==> config.mk <==
export PLATFORM = sky130hd
export DESIGN_NAME = multichannel_validated_moving_average
export DESIGN_NICKNAME = d
export VERILOG_FILES = /design/src/design/mcva_pkg.sv /design/src/design/mcva_sample_ram.sv /design/src/design/mcva_update.sv /design/src/design/mcva_div.sv /design/src/design/multichannel_validated_moving_average.sv
export SDC_FILE = /design/constraint.sdc
export NUM_CORES = 2
export LEC_CHECK = 0
export BUFFER_PORTS_ARGS = -buffer_cell sky130_fd_sc_hd__clkbuf_2
export CAP_MARGIN = 20
export CORE_MARGIN = 4
export CORE_UTILIZATION = 55
export DETAILED_ROUTE_END_ITERATION = 10
export PLACE_DENSITY = 0.78
export SLEW_MARGIN = 10
export SYNTH_ARGS = -nofsm -noshare
export SYNTH_HDL_FRONTEND = slang
export SYNTH_HIERARCHICAL = 1
export SYNTH_SLANG_ARGS = --single-unit
==> constraint.sdc <==
create_clock -name aclk -period 11.7 [get_ports aclk]
set_clock_uncertainty 0.2 [all_clocks]
set_input_delay 2.34 -clock aclk [delete_from_list [all_inputs] [get_ports aclk]]
set_output_delay 2.34 -clock aclk [all_outputs]
set_load 0.05 [all_outputs]
==> src/design/mcva_pkg.sv <==
// ----------------------------------------------------------------------------
// mcva_pkg
// Shared constants, types and register codes for the moving-average block.
// ----------------------------------------------------------------------------
package mcva_pkg;

    localparam int WINDOW    = 20;   // samples per channel window
    localparam int CHANNELS  = 3;    // sensor channels held in the store
    localparam int CH_W      = 2;    // channel field width
    localparam int SMP_W     = 12;   // sample / limit / average width
    localparam int PADDR_W   = 3;    // two 32-bit registers
    localparam int REG_LSB   = 2;    // byte offset bits of paddr

    localparam int POS_W     = $clog2(WINDOW);
    localparam int FILL_W    = $clog2(WINDOW + 1);
    localparam int MAG_W     = $clog2(WINDOW * (2 ** (SMP_W - 1)) + 1);
    localparam int SUM_W     = MAG_W + 1;
    localparam int DEPTH     = CHANNELS * WINDOW;
    localparam int ADDR_W    = $clog2(DEPTH);

    // Exact floor(x / WINDOW) for x < 2**MAG_W: x * RECIP >> DIV_K
    localparam int             DIV_K   = MAG_W + $clog2(WINDOW);
    localparam longint unsigned RECIP  =
        ((longint'(1) << DIV_K) + longint'(WINDOW) - 1) / longint'(WINDOW);
    localparam int             RECIP_W = $clog2(RECIP + 1);
    localparam int             PROD_W  = MAG_W + RECIP_W;

    // Result queue: covers every beat in the pipe plus the waiting ones
    localparam int OUT_DEPTH = 8;
    localparam int FIFO_AW   = $clog2(OUT_DEPTH);
    localparam int OCC_W     = $clog2(OUT_DEPTH + 1);

    localparam logic signed [SMP_W-1:0] LOW_LIMIT_RST  = -12'sd480;
    localparam logic signed [SMP_W-1:0] HIGH_LIMIT_RST = 12'sd960;

    typedef enum logic [PADDR_W-REG_LSB-1:0] {
        REG_LOW_LIMIT  = 1'b0,
        REG_HIGH_LIMIT = 1'b1
    } reg_idx_t;

    typedef struct packed {
        logic held;
        logic no_data;
    } flags_t;

    function automatic logic chan_ok(input logic [CH_W-1:0] ch);
        chan_ok = int'(ch) < CHANNELS;
    endfunction

endpackage

==> src/design/mcva_sample_ram.sv <==
// ----------------------------------------------------------------------------
// mcva_sample_ram
// Simple dual-port RAM, one write and one registered read per cycle.
// ----------------------------------------------------------------------------
module mcva_sample_ram #(
    parameter int DATA_W  = 12,
    parameter int ENTRIES = 60,
    parameter int AW      = 6
) (
    input  logic              aclk,
    input  logic              we,
    input  logic [AW-1:0]     waddr,
    input  logic [DATA_W-1:0] wdata,
    input  logic              re,
    input  logic [AW-1:0]     raddr,
    output logic [DATA_W-1:0] rdata
);

    logic [DATA_W-1:0] mem [ENTRIES];
    logic [DATA_W-1:0] rdata_reg;

    always_ff @(posedge aclk) begin
        if (we) begin
            mem[waddr] <= wdata;
        end
        if (re) begin
            rdata_reg <= mem[raddr];
        end
    end

    assign rdata = rdata_reg;

endmodule

==> src/design/mcva_update.sv <==
// ----------------------------------------------------------------------------
// mcva_update
// Per-channel state, sample validation and window sum read-modify-write.
// ----------------------------------------------------------------------------
module mcva_update (
    input  logic                                aclk,
    input  logic                                aresetn,
    input  logic                                in_accept,
    input  logic [mcva_pkg::CH_W-1:0]           in_channel,
    input  logic signed [mcva_pkg::SMP_W-1:0]   in_sample,
    input  logic                                in_failed,
    input  logic signed [mcva_pkg::SMP_W-1:0]   low_limit,
    input  logic signed [mcva_pkg::SMP_W-1:0]   high_limit,
    output logic                                ram_re,
    output logic [mcva_pkg::ADDR_W-1:0]         ram_raddr,
    input  logic [mcva_pkg::SMP_W-1:0]          ram_rdata,
    output logic                                ram_we,
    output logic [mcva_pkg::ADDR_W-1:0]         ram_waddr,
    output logic [mcva_pkg::SMP_W-1:0]          ram_wdata,
    output logic                                out_valid,
    output logic signed [mcva_pkg::SUM_W-1:0]   out_sum,
    output mcva_pkg::flags_t                    out_flags
);

    import mcva_pkg::*;

    // channel state
    logic                     primed_reg [CHANNELS];
    logic [POS_W-1:0]         pos_reg    [CHANNELS];
    logic [FILL_W-1:0]        fill_reg   [CHANNELS];
    logic signed [SMP_W-1:0]  prime_reg  [CHANNELS];
    logic signed [SMP_W-1:0]  last_reg   [CHANNELS];
    logic signed [SUM_W-1:0]  sum_reg    [CHANNELS];

    // update stage (memory data arrives here)
    logic                     b_valid_reg;
    logic [CH_W-1:0]          b_ch_reg;
    logic signed [SMP_W-1:0]  b_smp_reg;
    logic                     b_failed_reg;
    logic [ADDR_W-1:0]        b_addr_reg;
    logic [POS_W-1:0]         b_pos_reg;

    // output stage
    logic                     c_valid_reg;
    logic signed [SUM_W-1:0]  c_sum_reg;
    flags_t                   c_flags_reg;

    logic                     ch_ok;
    logic                     cur_primed;
    logic [FILL_W-1:0]        cur_fill;
    logic signed [SMP_W-1:0]  cur_prime;
    logic signed [SMP_W-1:0]  cur_last;
    logic signed [SUM_W-1:0]  cur_sum;
    logic                     take;
    logic                     priming;
    logic                     do_upd;
    logic signed [SMP_W-1:0]  v;
    logic signed [SMP_W-1:0]  old;
    logic signed [SUM_W-1:0]  sum_next;
    logic [FILL_W-1:0]        fill_next;
    logic [POS_W-1:0]         pos_next;
    flags_t                   flags_next;

    logic                     fwd;
    logic [POS_W-1:0]         rd_pos;

    always_comb begin
        ch_ok      = chan_ok(b_ch_reg);
        cur_primed = ch_ok ? primed_reg[b_ch_reg] : 1'b0;
        cur_fill   = ch_ok ? fill_reg[b_ch_reg]   : '0;
        cur_prime  = ch_ok ? prime_reg[b_ch_reg]  : '0;
        cur_last   = ch_ok ? last_reg[b_ch_reg]   : '0;
        cur_sum    = ch_ok ? sum_reg[b_ch_reg]    : '0;

        take    = !b_failed_reg && (b_smp_reg >= low_limit) && (b_smp_reg <= high_limit);
        priming = take && !cur_primed;
        do_upd  = ch_ok && (take || cur_primed);
        v       = take ? b_smp_reg : cur_last;

        // slots not yet written stand for the priming sample
        old = (cur_fill < FILL_W'(WINDOW)) ? cur_prime : $signed(ram_rdata);

        if (priming) begin
            sum_next = SUM_W'(b_smp_reg) * SUM_W'(WINDOW);
        end else begin
            sum_next = cur_sum - SUM_W'(old) + SUM_W'(v);
        end

        if (priming) begin
            fill_next = FILL_W'(1);
        end else if (cur_fill < FILL_W'(WINDOW)) begin
            fill_next = cur_fill + FILL_W'(1);
        end else begin
            fill_next = cur_fill;
        end

        pos_next = (b_pos_reg == POS_W'(WINDOW - 1)) ? '0 : b_pos_reg + POS_W'(1);

        flags_next.held    = ch_ok && !take && cur_primed;
        flags_next.no_data = !do_upd;
    end

    // Ring position forwarded from the beat in the update stage, so a
    // same-channel beat right behind it reads the right slot.
    always_comb begin
        fwd = b_valid_reg && do_upd && (b_ch_reg == in_channel);
        if (fwd) begin
            rd_pos = pos_next;
        end else if (chan_ok(in_channel)) begin
            rd_pos = pos_reg[in_channel];
        end else begin
            rd_pos = '0;
        end
    end

    assign ram_re    = in_accept;
    assign ram_raddr = ADDR_W'(int'(in_channel) * WINDOW) + ADDR_W'(rd_pos);
    assign ram_we    = b_valid_reg && do_upd;
    assign ram_waddr = b_addr_reg;
    assign ram_wdata = v;

    always_ff @(posedge aclk) begin
        if (!aresetn) begin
            b_valid_reg <= 1'b0;
            c_valid_reg <= 1'b0;
            for (int i = 0; i < CHANNELS; i++) begin
                primed_reg[i] <= 1'b0;
                pos_reg[i]    <= '0;
                fill_reg[i]   <= '0;
                prime_reg[i]  <= '0;
                last_reg[i]   <= '0;
                sum_reg[i]    <= '0;
            end
        end else begin
            b_valid_reg <= in_accept;
            c_valid_reg <= b_valid_reg;
            if (b_valid_reg && do_upd) begin
                primed_reg[b_ch_reg] <= 1'b1;
                pos_reg[b_ch_reg]    <= pos_next;
                fill_reg[b_ch_reg]   <= fill_next;
                last_reg[b_ch_reg]   <= v;
                sum_reg[b_ch_reg]    <= sum_next;
                if (priming) begin
                    prime_reg[b_ch_reg] <= b_smp_reg;
                end
            end
        end
    end

    always_ff @(posedge aclk) begin
        if (in_accept) begin
            b_ch_reg     <= in_channel;
            b_smp_reg    <= in_sample;
            b_failed_reg <= in_failed;
            b_addr_reg   <= ram_raddr;
            b_pos_reg    <= rd_pos;
        end
        c_sum_reg   <= do_upd ? sum_next : '0;
        c_flags_reg <= flags_next;
    end

    assign out_valid = c_valid_reg;
    assign out_sum   = c_sum_reg;
    assign out_flags = c_flags_reg;

endmodule

==> src/design/mcva_div.sv <==
// ----------------------------------------------------------------------------
// mcva_div
// Window sum divided by WINDOW, truncated toward zero, by reciprocal multiply.
// ----------------------------------------------------------------------------
module mcva_div (
    input  logic                                aclk,
    input  logic                                aresetn,
    input  logic                                in_valid,
    input  logic signed [mcva_pkg::SUM_W-1:0]   in_sum,
    input  mcva_pkg::flags_t                    in_flags,
    output logic                                out_valid,
    output logic signed [mcva_pkg::SMP_W-1:0]   out_avg,
    output mcva_pkg::flags_t                    out_flags
);

    import mcva_pkg::*;

    logic               d_valid_reg;
    logic               d_neg_reg;
    logic [MAG_W-1:0]   d_mag_reg;
    flags_t             d_flags_reg;

    logic               e_valid_reg;
    logic               e_neg_reg;
    logic [PROD_W-1:0]  e_prod_reg;
    flags_t             e_flags_reg;

    logic [MAG_W-1:0]   mag_next;
    logic [PROD_W-1:0]  prod_next;
    logic [SMP_W-1:0]   quo;
    logic [SMP_W-1:0]   quo_neg;

    assign mag_next  = in_sum[SUM_W-1] ? MAG_W'(-in_sum) : MAG_W'(in_sum);
    assign prod_next = PROD_W'(d_mag_reg) * PROD_W'(RECIP);
    assign quo       = e_prod_reg[DIV_K +: SMP_W];
    assign quo_neg   = ~quo + SMP_W'(1);

    always_ff @(posedge aclk) begin
        if (!aresetn) begin
            d_valid_reg <= 1'b0;
            e_valid_reg <= 1'b0;
        end else begin
            d_valid_reg <= in_valid;
            e_valid_reg <= d_valid_reg;
        end
    end

    always_ff @(posedge aclk) begin
        d_neg_reg   <= in_sum[SUM_W-1];
        d_mag_reg   <= mag_next;
        d_flags_reg <= in_flags;
        e_neg_reg   <= d_neg_reg;
        e_prod_reg  <= prod_next;
        e_flags_reg <= d_flags_reg;
    end

    assign out_valid = e_valid_reg;
    assign out_avg   = e_neg_reg ? $signed(quo_neg) : $signed(quo);
    assign out_flags = e_flags_reg;

endmodule

==> src/design/multichannel_validated_moving_average.sv <==
// ----------------------------------------------------------------------------
// multichannel_validated_moving_average
// Per-channel moving average of validated temperature readings.
// ----------------------------------------------------------------------------
//  Channel  | Direction | Handshake          | Payload
//  ---------+-----------+--------------------+----------------------------------
//  s_       | in        | s_valid / s_ready  | channel, sample, read_failed
//  m_       | out       | m_valid / m_ready  | average, held, no_data
//  APB      | in        | psel/penable/pready| 0x0 low_limit, 0x4 high_limit
//
//  One beat accepted per cycle while s_ready is high, any mix of channels;
//  results leave in acceptance order. Throughput is set by the single write
//  port of the sample RAM (one read-modify-write per beat; ring position
//  forwarded between beats). Reset is synchronous; the sample RAM needs no
//  clearing pass. m_ready low backs results into an 8-entry queue; s_ready
//  drops only once the beats in flight plus those queued fill it.
// ----------------------------------------------------------------------------
module multichannel_validated_moving_average (
    input  logic                                aclk,
    input  logic                                aresetn,
    // configuration
    input  logic                                psel,
    input  logic                                penable,
    input  logic                                pwrite,
    input  logic [mcva_pkg::PADDR_W-1:0]        paddr,
    input  logic [31:0]                         pwdata,
    output logic [31:0]                         prdata,
    output logic                                pready,
    // readings in
    input  logic                                s_valid,
    output logic                                s_ready,
    input  logic [mcva_pkg::CH_W-1:0]           s_channel,
    input  logic signed [mcva_pkg::SMP_W-1:0]   s_sample,
    input  logic                                s_read_failed,
    // averages out
    output logic                                m_valid,
    input  logic                                m_ready,
    output logic signed [mcva_pkg::SMP_W-1:0]   m_average,
    output logic                                m_held,
    output logic                                m_no_data
);

    import mcva_pkg::*;

    // ---------------- configuration registers ----------------
    logic signed [SMP_W-1:0] low_limit_reg;
    logic signed [SMP_W-1:0] high_limit_reg;
    logic                    cfg_wr;
    reg_idx_t                cfg_idx;

    assign pready  = 1'b1;
    assign cfg_wr  = psel && penable && pwrite && pready;
    assign cfg_idx = reg_idx_t'(paddr[PADDR_W-1:REG_LSB]);

    always_ff @(posedge aclk) begin
        if (!aresetn) begin
            low_limit_reg  <= LOW_LIMIT_RST;
            high_limit_reg <= HIGH_LIMIT_RST;
        end else if (cfg_wr) begin
            case (cfg_idx)
                REG_LOW_LIMIT: begin
                    low_limit_reg <= $signed(pwdata[SMP_W-1:0]);
                end
                REG_HIGH_LIMIT: begin
                    high_limit_reg <= $signed(pwdata[SMP_W-1:0]);
                end
                default: begin
                end
            endcase
        end
    end

    // limits read back sign-extended
    always_comb begin
        case (cfg_idx)
            REG_LOW_LIMIT:  prdata = 32'(low_limit_reg);
            REG_HIGH_LIMIT: prdata = 32'(high_limit_reg);
            default:        prdata = '0;
        endcase
    end

    // ---------------- input acceptance ----------------
    // occ_reg counts beats accepted and not yet delivered; the queue below
    // is deep enough to hold all of them, so the pipe never stalls.
    logic [OCC_W-1:0] occ_reg;
    logic [OCC_W-1:0] occ_next;
    logic             s_acc;
    logic             m_pop;

    assign s_ready  = occ_reg < OCC_W'(OUT_DEPTH);
    assign s_acc    = s_valid && s_ready;
    assign m_pop    = m_valid && m_ready;
    assign occ_next = occ_reg + OCC_W'(s_acc) - OCC_W'(m_pop);

    // ---------------- sample RAM + update ----------------
    logic                    ram_re;
    logic [ADDR_W-1:0]       ram_raddr;
    logic [SMP_W-1:0]        ram_rdata;
    logic                    ram_we;
    logic [ADDR_W-1:0]       ram_waddr;
    logic [SMP_W-1:0]        ram_wdata;

    logic                    upd_valid;
    logic signed [SUM_W-1:0] upd_sum;
    flags_t                  upd_flags;

    mcva_sample_ram #(
        .DATA_W  (SMP_W),
        .ENTRIES (DEPTH),
        .AW      (ADDR_W)
    ) u_ram (
        .aclk  (aclk),
        .we    (ram_we),
        .waddr (ram_waddr),
        .wdata (ram_wdata),
        .re    (ram_re),
        .raddr (ram_raddr),
        .rdata (ram_rdata)
    );

    mcva_update u_update (
        .aclk       (aclk),
        .aresetn    (aresetn),
        .in_accept  (s_acc),
        .in_channel (s_channel),
        .in_sample  (s_sample),
        .in_failed  (s_read_failed),
        .low_limit  (low_limit_reg),
        .high_limit (high_limit_reg),
        .ram_re     (ram_re),
        .ram_raddr  (ram_raddr),
        .ram_rdata  (ram_rdata),
        .ram_we     (ram_we),
        .ram_waddr  (ram_waddr),
        .ram_wdata  (ram_wdata),
        .out_valid  (upd_valid),
        .out_sum    (upd_sum),
        .out_flags  (upd_flags)
    );

    // ---------------- divide by window ----------------
    logic                    div_valid;
    logic signed [SMP_W-1:0] div_avg;
    flags_t                  div_flags;

    mcva_div u_div (
        .aclk      (aclk),
        .aresetn   (aresetn),
        .in_valid  (upd_valid),
        .in_sum    (upd_sum),
        .in_flags  (upd_flags),
        .out_valid (div_valid),
        .out_avg   (div_avg),
        .out_flags (div_flags)
    );

    // ---------------- result queue ----------------
    logic signed [SMP_W-1:0] q_avg_reg   [OUT_DEPTH];
    flags_t                  q_flags_reg [OUT_DEPTH];
    logic [FIFO_AW-1:0]      wr_ptr_reg;
    logic [FIFO_AW-1:0]      rd_ptr_reg;
    logic [OCC_W-1:0]        q_cnt_reg;
    logic [FIFO_AW-1:0]      wr_ptr_next;
    logic [FIFO_AW-1:0]      rd_ptr_next;

    assign wr_ptr_next = (wr_ptr_reg == FIFO_AW'(OUT_DEPTH - 1)) ? '0
                                                                 : wr_ptr_reg + FIFO_AW'(1);
    assign rd_ptr_next = (rd_ptr_reg == FIFO_AW'(OUT_DEPTH - 1)) ? '0
                                                                 : rd_ptr_reg + FIFO_AW'(1);

    always_ff @(posedge aclk) begin
        if (!aresetn) begin
            occ_reg    <= '0;
            wr_ptr_reg <= '0;
            rd_ptr_reg <= '0;
            q_cnt_reg  <= '0;
        end else begin
            occ_reg   <= occ_next;
            q_cnt_reg <= q_cnt_reg + OCC_W'(div_valid) - OCC_W'(m_pop);
            if (div_valid) begin
                wr_ptr_reg <= wr_ptr_next;
            end
            if (m_pop) begin
                rd_ptr_reg <= rd_ptr_next;
            end
        end
    end

    always_ff @(posedge aclk) begin
        if (div_valid) begin
            q_avg_reg[wr_ptr_reg]   <= div_avg;
            q_flags_reg[wr_ptr_reg] <= div_flags;
        end
    end

    assign m_valid   = q_cnt_reg != '0;
    assign m_average = q_avg_reg[rd_ptr_reg];
    assign m_held    = q_flags_reg[rd_ptr_reg].held;
    assign m_no_data = q_flags_reg[rd_ptr_reg].no_data;

endmodule

## Yosys cells after proc, flatten, opt, wreduce, memory -nomap -nowiden

Memories as Yosys holds them, arrays and structs flattened. A register that Yosys moved wholly into a read port is not among the register bits.
Index checks and enable logic that the tools add are counted.

- Equal/unequal tests: 4
- Reductions and logical operators: 26
- $add $sub $neg: 13
- Multiplexer cells: 56
- Divide/modulo/power cells: 0
- Shifts and indexed selects: 0
- Order comparisons: 6
- Multiply operators: 3
- Bitwise gates (word level): 2

Operators with widths:

| operator | number |
|---|---|
| $mux 12 | 7 |
| $pmux 32 s2 | 1 |
| $mux 17 | 3 |
| $mux 5 | 8 |
| $mul 16x16->32 const B | 1 |
| $reduce_or 12->1 | 2 |
| $mux 2 | 11 |
| $mux 1 | 19 |
| $mux 3 | 6 |
| $add 17x12->17 | 1 |
| $reduce_or 17->1 | 1 |
| $sub 17x12->17 | 1 |
| $mux 16 | 1 |
| $neg 16->16 | 1 |
| $mul 12x4->15 const B | 1 |
| $add 12x1->12 const B | 1 |
| $ge 12x12->1 | 1 |
| $le 12x12->1 | 1 |
| $logic_and 1x1->1 | 12 |
| $not 12->12 | 1 |
| $add 5x1->5 const B | 2 |
| $reduce_or 5->1 | 2 |
| $add 4x1->4 | 2 |
| $sub 4x1->4 | 2 |
| 15 further kinds | 22 |

- Register bits: 141
- Bits in read-only memories: 0
- Memories kept: 9
- Word-level logic and storage cells: 145
- Latch bits: 0
- Input port bits: 57
- Bits in writable memories: 988
- Output and inout port bits: 49

Memory list:

| name | depth | width | rd ports | clocked after memory_dff | write ports | RTL line | text |
|---|---|---|---|---|---|---|---|
| u_ram.mem | 60 | 12 | 1 | 1 | 1 | mcva_sample_ram.sv:19 | `logic [DATA_W-1:0] mem [ENTRIES];` |
| q_avg_reg | 8 | 12 | 1 | 1 | 1 | multichannel_validated_moving_average.sv:158 | `logic signed [SMP_W-1:0] q_avg_reg [OUT_DEPTH];` |
| u_update.sum_reg | 3 | 17 | 1 | 1 | 3 | mcva_update.sv:33 | `logic signed [SUM_W-1:0] sum_reg [CHANNELS];` |
| u_update.last_reg | 3 | 12 | 1 | 1 | 3 | mcva_update.sv:32 | `logic signed [SMP_W-1:0] last_reg [CHANNELS];` |
| u_update.prime_reg | 3 | 12 | 1 | 1 | 3 | mcva_update.sv:31 | `logic signed [SMP_W-1:0] prime_reg [CHANNELS];` |
| q_flags_reg | 8 | 2 | 1 | 1 | 1 | multichannel_validated_moving_average.sv:159 | `flags_t q_flags_reg [OUT_DEPTH];` |
| +3 memories | -- | -- | -- | -- | -- | -- |  |

## Longest topological paths before layout

- Word-level depth: 11
- Depth in mapped cells: 21
- Depth with buffers taken out: 21

## Hierarchy

Netlist, hierarchy kept.

By module, submodules not included:

| module | times used | area an instance (um2) | cells an instance | sequential area each (um2) |
|---|---|---|---|---|
| mcva_sample_ram | 1 | 28,652.5 | 1,338 | 21,981.1 |
| mcva_update | 1 | 13,192.7 | 1,051 | 7,236.9 |
| multichannel_validated_moving_average | 1 | 6,368.6 | 391 | 4,184.0 |
| mcva_div | 1 | 5,819.3 | 602 | 720.7 |

## Worst setup path after synthesis

No wires, ideal clock.

- Kind: in2reg
- From: input port s_channel[0] (netlist bit)
- To: register u_ram.rdata_reg[6] (netlist: u_ram/rdata[6]), read port of u_ram.mem, data pin
- Setup time: 256 ps
- Stages on the path: 14
- Path buffers: 2
- Path slack: 5,617 ps
- Arrival time: 5,626 ps
- Required time: 11,244 ps
- Cell sequence: clkbuf_1 -> xnor2_1 -> nand3_1 -> a211oi_4 -> mux2i_1 -> ha_1 -> inv_1 -> fa_1 -> xnor2_1 -> buf_2 -> mux4_2 -> a211oi_1 -> a221oi_1 -> a22o_1

- Longest elaborated chain between the ends: 4
- Elaborated cells between the ends (all ways): 8
- Classes of those cells: add/sub: 1; mul: 1; order compare: 1; eq/ne: 1; mux: 2; reduce/logical: 1; memory: 1

Ends and longest elaborated chain:

| element | RTL line | text |
|---|---|---|
| start: declaration | multichannel_validated_moving_average.sv:32 | `input logic [mcva_pkg::CH_W-1:0] s_channel,` |
| $mem_v2 3x5, or another cell as far along | -- |  |
| $mux 5 or $logic_and 1x1->1 (tied branches) | mcva_update.sv:109, mcva_update.sv:106 |  |
| $mux 5 * | mcva_update.sv:107 | `if (fwd) begin` |
| net u_update.rd_pos[2] | mcva_update.sv:65 | `logic [POS_W-1:0] rd_pos;` |
| $add 6x5->6 * | mcva_update.sv:117 | `assign ram_raddr = ADDR_W'(int'(in_channel) * WINDOW) + ADDR_W'(rd_pos);` |
| net ram_raddr[4] | multichannel_validated_moving_average.sv:97 | `logic [ADDR_W-1:0] ram_raddr;` |
| end: declaration | mcva_sample_ram.sv:20 | `logic [DATA_W-1:0] rdata_reg;` |

The timed path passes the listed nets; every way through them passes the cells marked *.
A chain may end at the register's enable or synchronous reset.

## Final worst setup path

- From: register u_update.b_smp_reg[5]
- To: register u_ram.rdata_reg[4] (netlist: u_ram/rdata[4]), read port of u_ram.mem, data pin

- Longest elaborated chain between the ends: 9
- Elaborated cells between the ends (all ways): 10
- Classes of those cells: add/sub: 1; order compare: 2; mux: 1; reduce/logical: 6

Ends and longest elaborated chain:

| element | RTL line | text |
|---|---|---|
| start: declaration | mcva_update.sv:38 | `logic signed [SMP_W-1:0] b_smp_reg;` |
| start signal: assignment | mcva_update.sv:153 | `b_smp_reg <= in_sample;` |
| $ge 12x12->1 | mcva_update.sv:75 | `take = !b_failed_reg && (b_smp_reg >= low_limit) && (b_smp_reg <= high_limit);` |
| $logic_and 1x1->1 | mcva_update.sv:75 |  |
| $logic_and 1x1->1 * | mcva_update.sv:75 |  |
| $logic_or 1x1->1 * | mcva_update.sv:77 | `do_upd = ch_ok && (take \|\| cur_primed);` |
| $logic_and 1x1->1 * | mcva_update.sv:77 |  |
| $logic_and 1x1->1 * (2 in series) | mcva_update.sv:106 | `fwd = b_valid_reg && do_upd && (b_ch_reg == in_channel);` |
| $mux 5 * | mcva_update.sv:107 |  |
| net u_update.rd_pos[2] | mcva_update.sv:65 |  |
| $add 6x5->6 * | mcva_update.sv:117 |  |
| net ram_raddr[3] | multichannel_validated_moving_average.sv:97 |  |

Marked as above.

==> results.json <==
{
  "io_buffer_count": 82,
  "synth.most_common_cell": "edfxtp_1",
  "fin_tns_setup_ps": 0,
  "cp_cell_sequence": "ha_1 -> a21o_1 -> a221o_1 -> a21boi_1 -> a221o_2 -> o211ai_4 -> buf_4 -> a211oi_4 -> mux2i_1 -> ha_4 -> inv_1 -> fa_1 -> clkinv_1 -> nand2b_1 -> or2_2 -> o22ai_1 -> a21oi_1 -> o21ai_0",
  "die_h_um": 321,
  "ctsResizeCount": 0,
  "instances_no_fill": 4932,
  "wl_per_cell_um": 24.1,
  "synth_area_per_cell_sq_um": 16.0,
  "muxShareOfSynthArea": 0.132,
  "netlist-cell-type-count": 97,
  "num_vias": 30000,
  "yosys_warnings": 6,
  "cts_root_buf": "clkbuf_16",
  "maxCapViolCount": 0,
  "cts_max_level": 3,
  "synthArstFlopShare": 0,
  "cp_slowest_cell": "nand2b_1",
  "cts_max_path_buffers": 3,
  "syn2layout_area_growth_pct": 10.9,
  "p_leak_nw": 22.1,
  "synth_compound_area_frac": 0.0468,
  "start_util": 0.556,
  "final_area_sq_mm": 0.0599,
  "postSynthRegisterBits": 1171,
  "dp_cells": 4710,
  "crit_fanout": 33,
  "pin_count": 106,
  "startpoint_type": "flip-flop",
  "fmax_ghz": 0.133,
  "synth_edf_count": 1067,
  "nets": 3923,
  "drc": 0,
  "synth-simple-area-share": 0.0550,
  "gp_congestion": 0.888,
  "grt_first_pass_wirelength_um": 183000,
  "seq_area_sq_mm": 0.0341,
  "whs_ps": 127,
  "synth_top_family_by_area": "multiplexers",
  "yosysTopAreaCell": "edfxtp_1",
  "outcome": "finished clean",
  "clk_pin_slew_ps": 70,
  "dp_hpwl_um": 72600,
  "core_area_sq_mm": 0.0971,
  "report.final.slew_viol_count": 0,
  "synthXorXnorAreaFrac": 0.0117,
  "avgViaCountPerCell": 6.09,
  "powerDensity_mw_per_mm2": 220,
  "arrival_ps": 7700,
  "post-cts-setup-buffers": 0,
  "wl_um": 119000,
  "grt_max_degree": 111,
  "numCtsBuffers": 111,
  "drt_iter0_drc": 3149,
  "period_minus_slack_ps": 7530,
  "critical_path_buf_inv_count": 3,
  "hold_violations": 0,
  "synth_area_sq_mm": 0.0540,
  "dr.pass1.iters": 6,
  "synth_top_area_share": 0.593,
  "clock_latency_ps": 710,
  "rows": 114,
  "setup_viol": 0,
  "grt_pass1_vias": 30600,
  "postSynthCellCount": 3382,
  "path_class": "flip-flop to flip-flop",
  "overflow": 0,
  "post-route-period-util": 0.644,
  "rsz0062_at_grt": "no",
  "cp-end-kind": "flip-flop",
  "fill_cells": 6663,
  "cts_tree": "built",
  "ir_drop_mv": 0.172,
  "synthTopCellsByArea": "edfxtp_1 (59%), mux4_2 (6.7%), ha_1 (4.9%), dfxtp_1 (3.9%), fa_1 (3.7%)",
  "hp-class": "flip-flop to flip-flop",
  "synth_fa_ha_area_frac": 0.0855,
  "synthTopCellsByCount": "edfxtp_1 (1067), inv_1 (256), ha_1 (211)",
  "multi_input_area_sq_mm": 0.0182,
  "cpPeakStageDelay_ps": 910,
  "grt_antenna_before_repair": 0,
  "seq_area_frac_synth": 0.632,
  "hold_buffers": 0,
  "die-area_sq_mm": 0.103,
  "antenna_left": 0,
  "final_layout_size_suffix_gt1_frac": 0.180,
  "crit_family": "compound AO/OA/AOI/OAI gates",
  "synthFlopType": "edfxtp_1",
  "tightest_slew_ps": 1160,
  "die_x_um": 321,
  "slew_headroom": 0.224,
  "largest_register_ffs": 720,
  "cts.sinks": 1171,
  "grt_usage": 0.232,
  "finalPower_mw": 13.2,
  "worstPathRequired_ps": 11870,
  "place_area_sq_mm": 0.0561
}
[worst reg2reg max path, stage by stage, from the launching register on]
cell,delay (ps)
edfxtp_1,720
ha_1,370
a21o_1,160
a221o_1,320
a21boi_1,140
a221o_2,190
o211ai_4,70
buf_4,310
a211oi_4,720
mux2i_1,390
ha_4,190
inv_1,50
fa_1,510
clkinv_1,730
nand2b_1,930
or2_2,330
o22ai_1,100
a21oi_1,520
o21ai_0,240
[placed cells by master, fill, tap and decap left out, drive strengths merged, types with 104 or more instances in the layout]
cell	n
edfxtp	1067
inv	257
mux4	224
clkbuf	222
ha	211
nor2	205
nand2	119
a21oi	111
dfxtp	104
o21ai	104
[layout make-up]
| type | count | area share |
|---|---|---|
| antenna | 1 | 0.0000418 |
| timing repair buffer | 187 | 0.0217 |
| tap | 1276 | 0.0266 |
| multi-input combinational | 1827 | 0.303 |
| sequential | 1171 | 0.569 |
| clock buffer | 138 | 0.0489 |
| clock inverter | 74 | 0.0141 |
| inverter | 258 | 0.0162 |
[cells by family (layout without fill, tap and decap cells)]
kind of cell | after synthesis | in the layout
compound gates | 390 | 390
xor+xnor | 72 | 72
fa+ha+maj | 310 | 310
buf+inv | 429 | 657
flops | 1171 | 1171
mux | 398 | 398
other cells | 2 | 48
simple gates | 610 | 610
[metal layers]
metal / vias to the layer above / GRT usage / wire length (um)
met2: 1392 / 0.387 / 59000
met4: 0 / 0.0827 / 4180
met5: - / 0 / 0
met3: 230 / 0.0352 / 9200
met1: 15200 / 0.314 / 46600
li1: 13200 / - / -
[through the flow]
stage	worst slack, ps	utilization
floorplan	5620	-
global placement	3900	0.575
detailed placement	3790	0.577
CTS	4320	0.616
global route	3950	0.617
finish	4170	0.617
[final timing paths]
check                          to  cells after the start  slack [ps]             startpoint
setup / recovery   u_ram/rdata[4]                     18        4170  u_update/b_smp_reg[5]
hold / removal    u_div/e_neg_reg                      0         130        u_div/d_neg_reg
setup reg to reg   u_ram/rdata[4]                     18        4170  u_update/b_smp_reg[5]
hold reg to reg   u_div/e_neg_reg                      0         130        u_div/d_neg_reg
[report_power, final]
part | total (mW) | switching (mW) | internal, mW | leakage [nW]
clock network | 3.65 | 1.55 | 2.10 | 1.85
registers | 5.26 | 0.180 | 5.08 | 10.8
logic | 4.25 | 2.65 | 1.60 | 9.48
(Power assumes the default switching activity.)
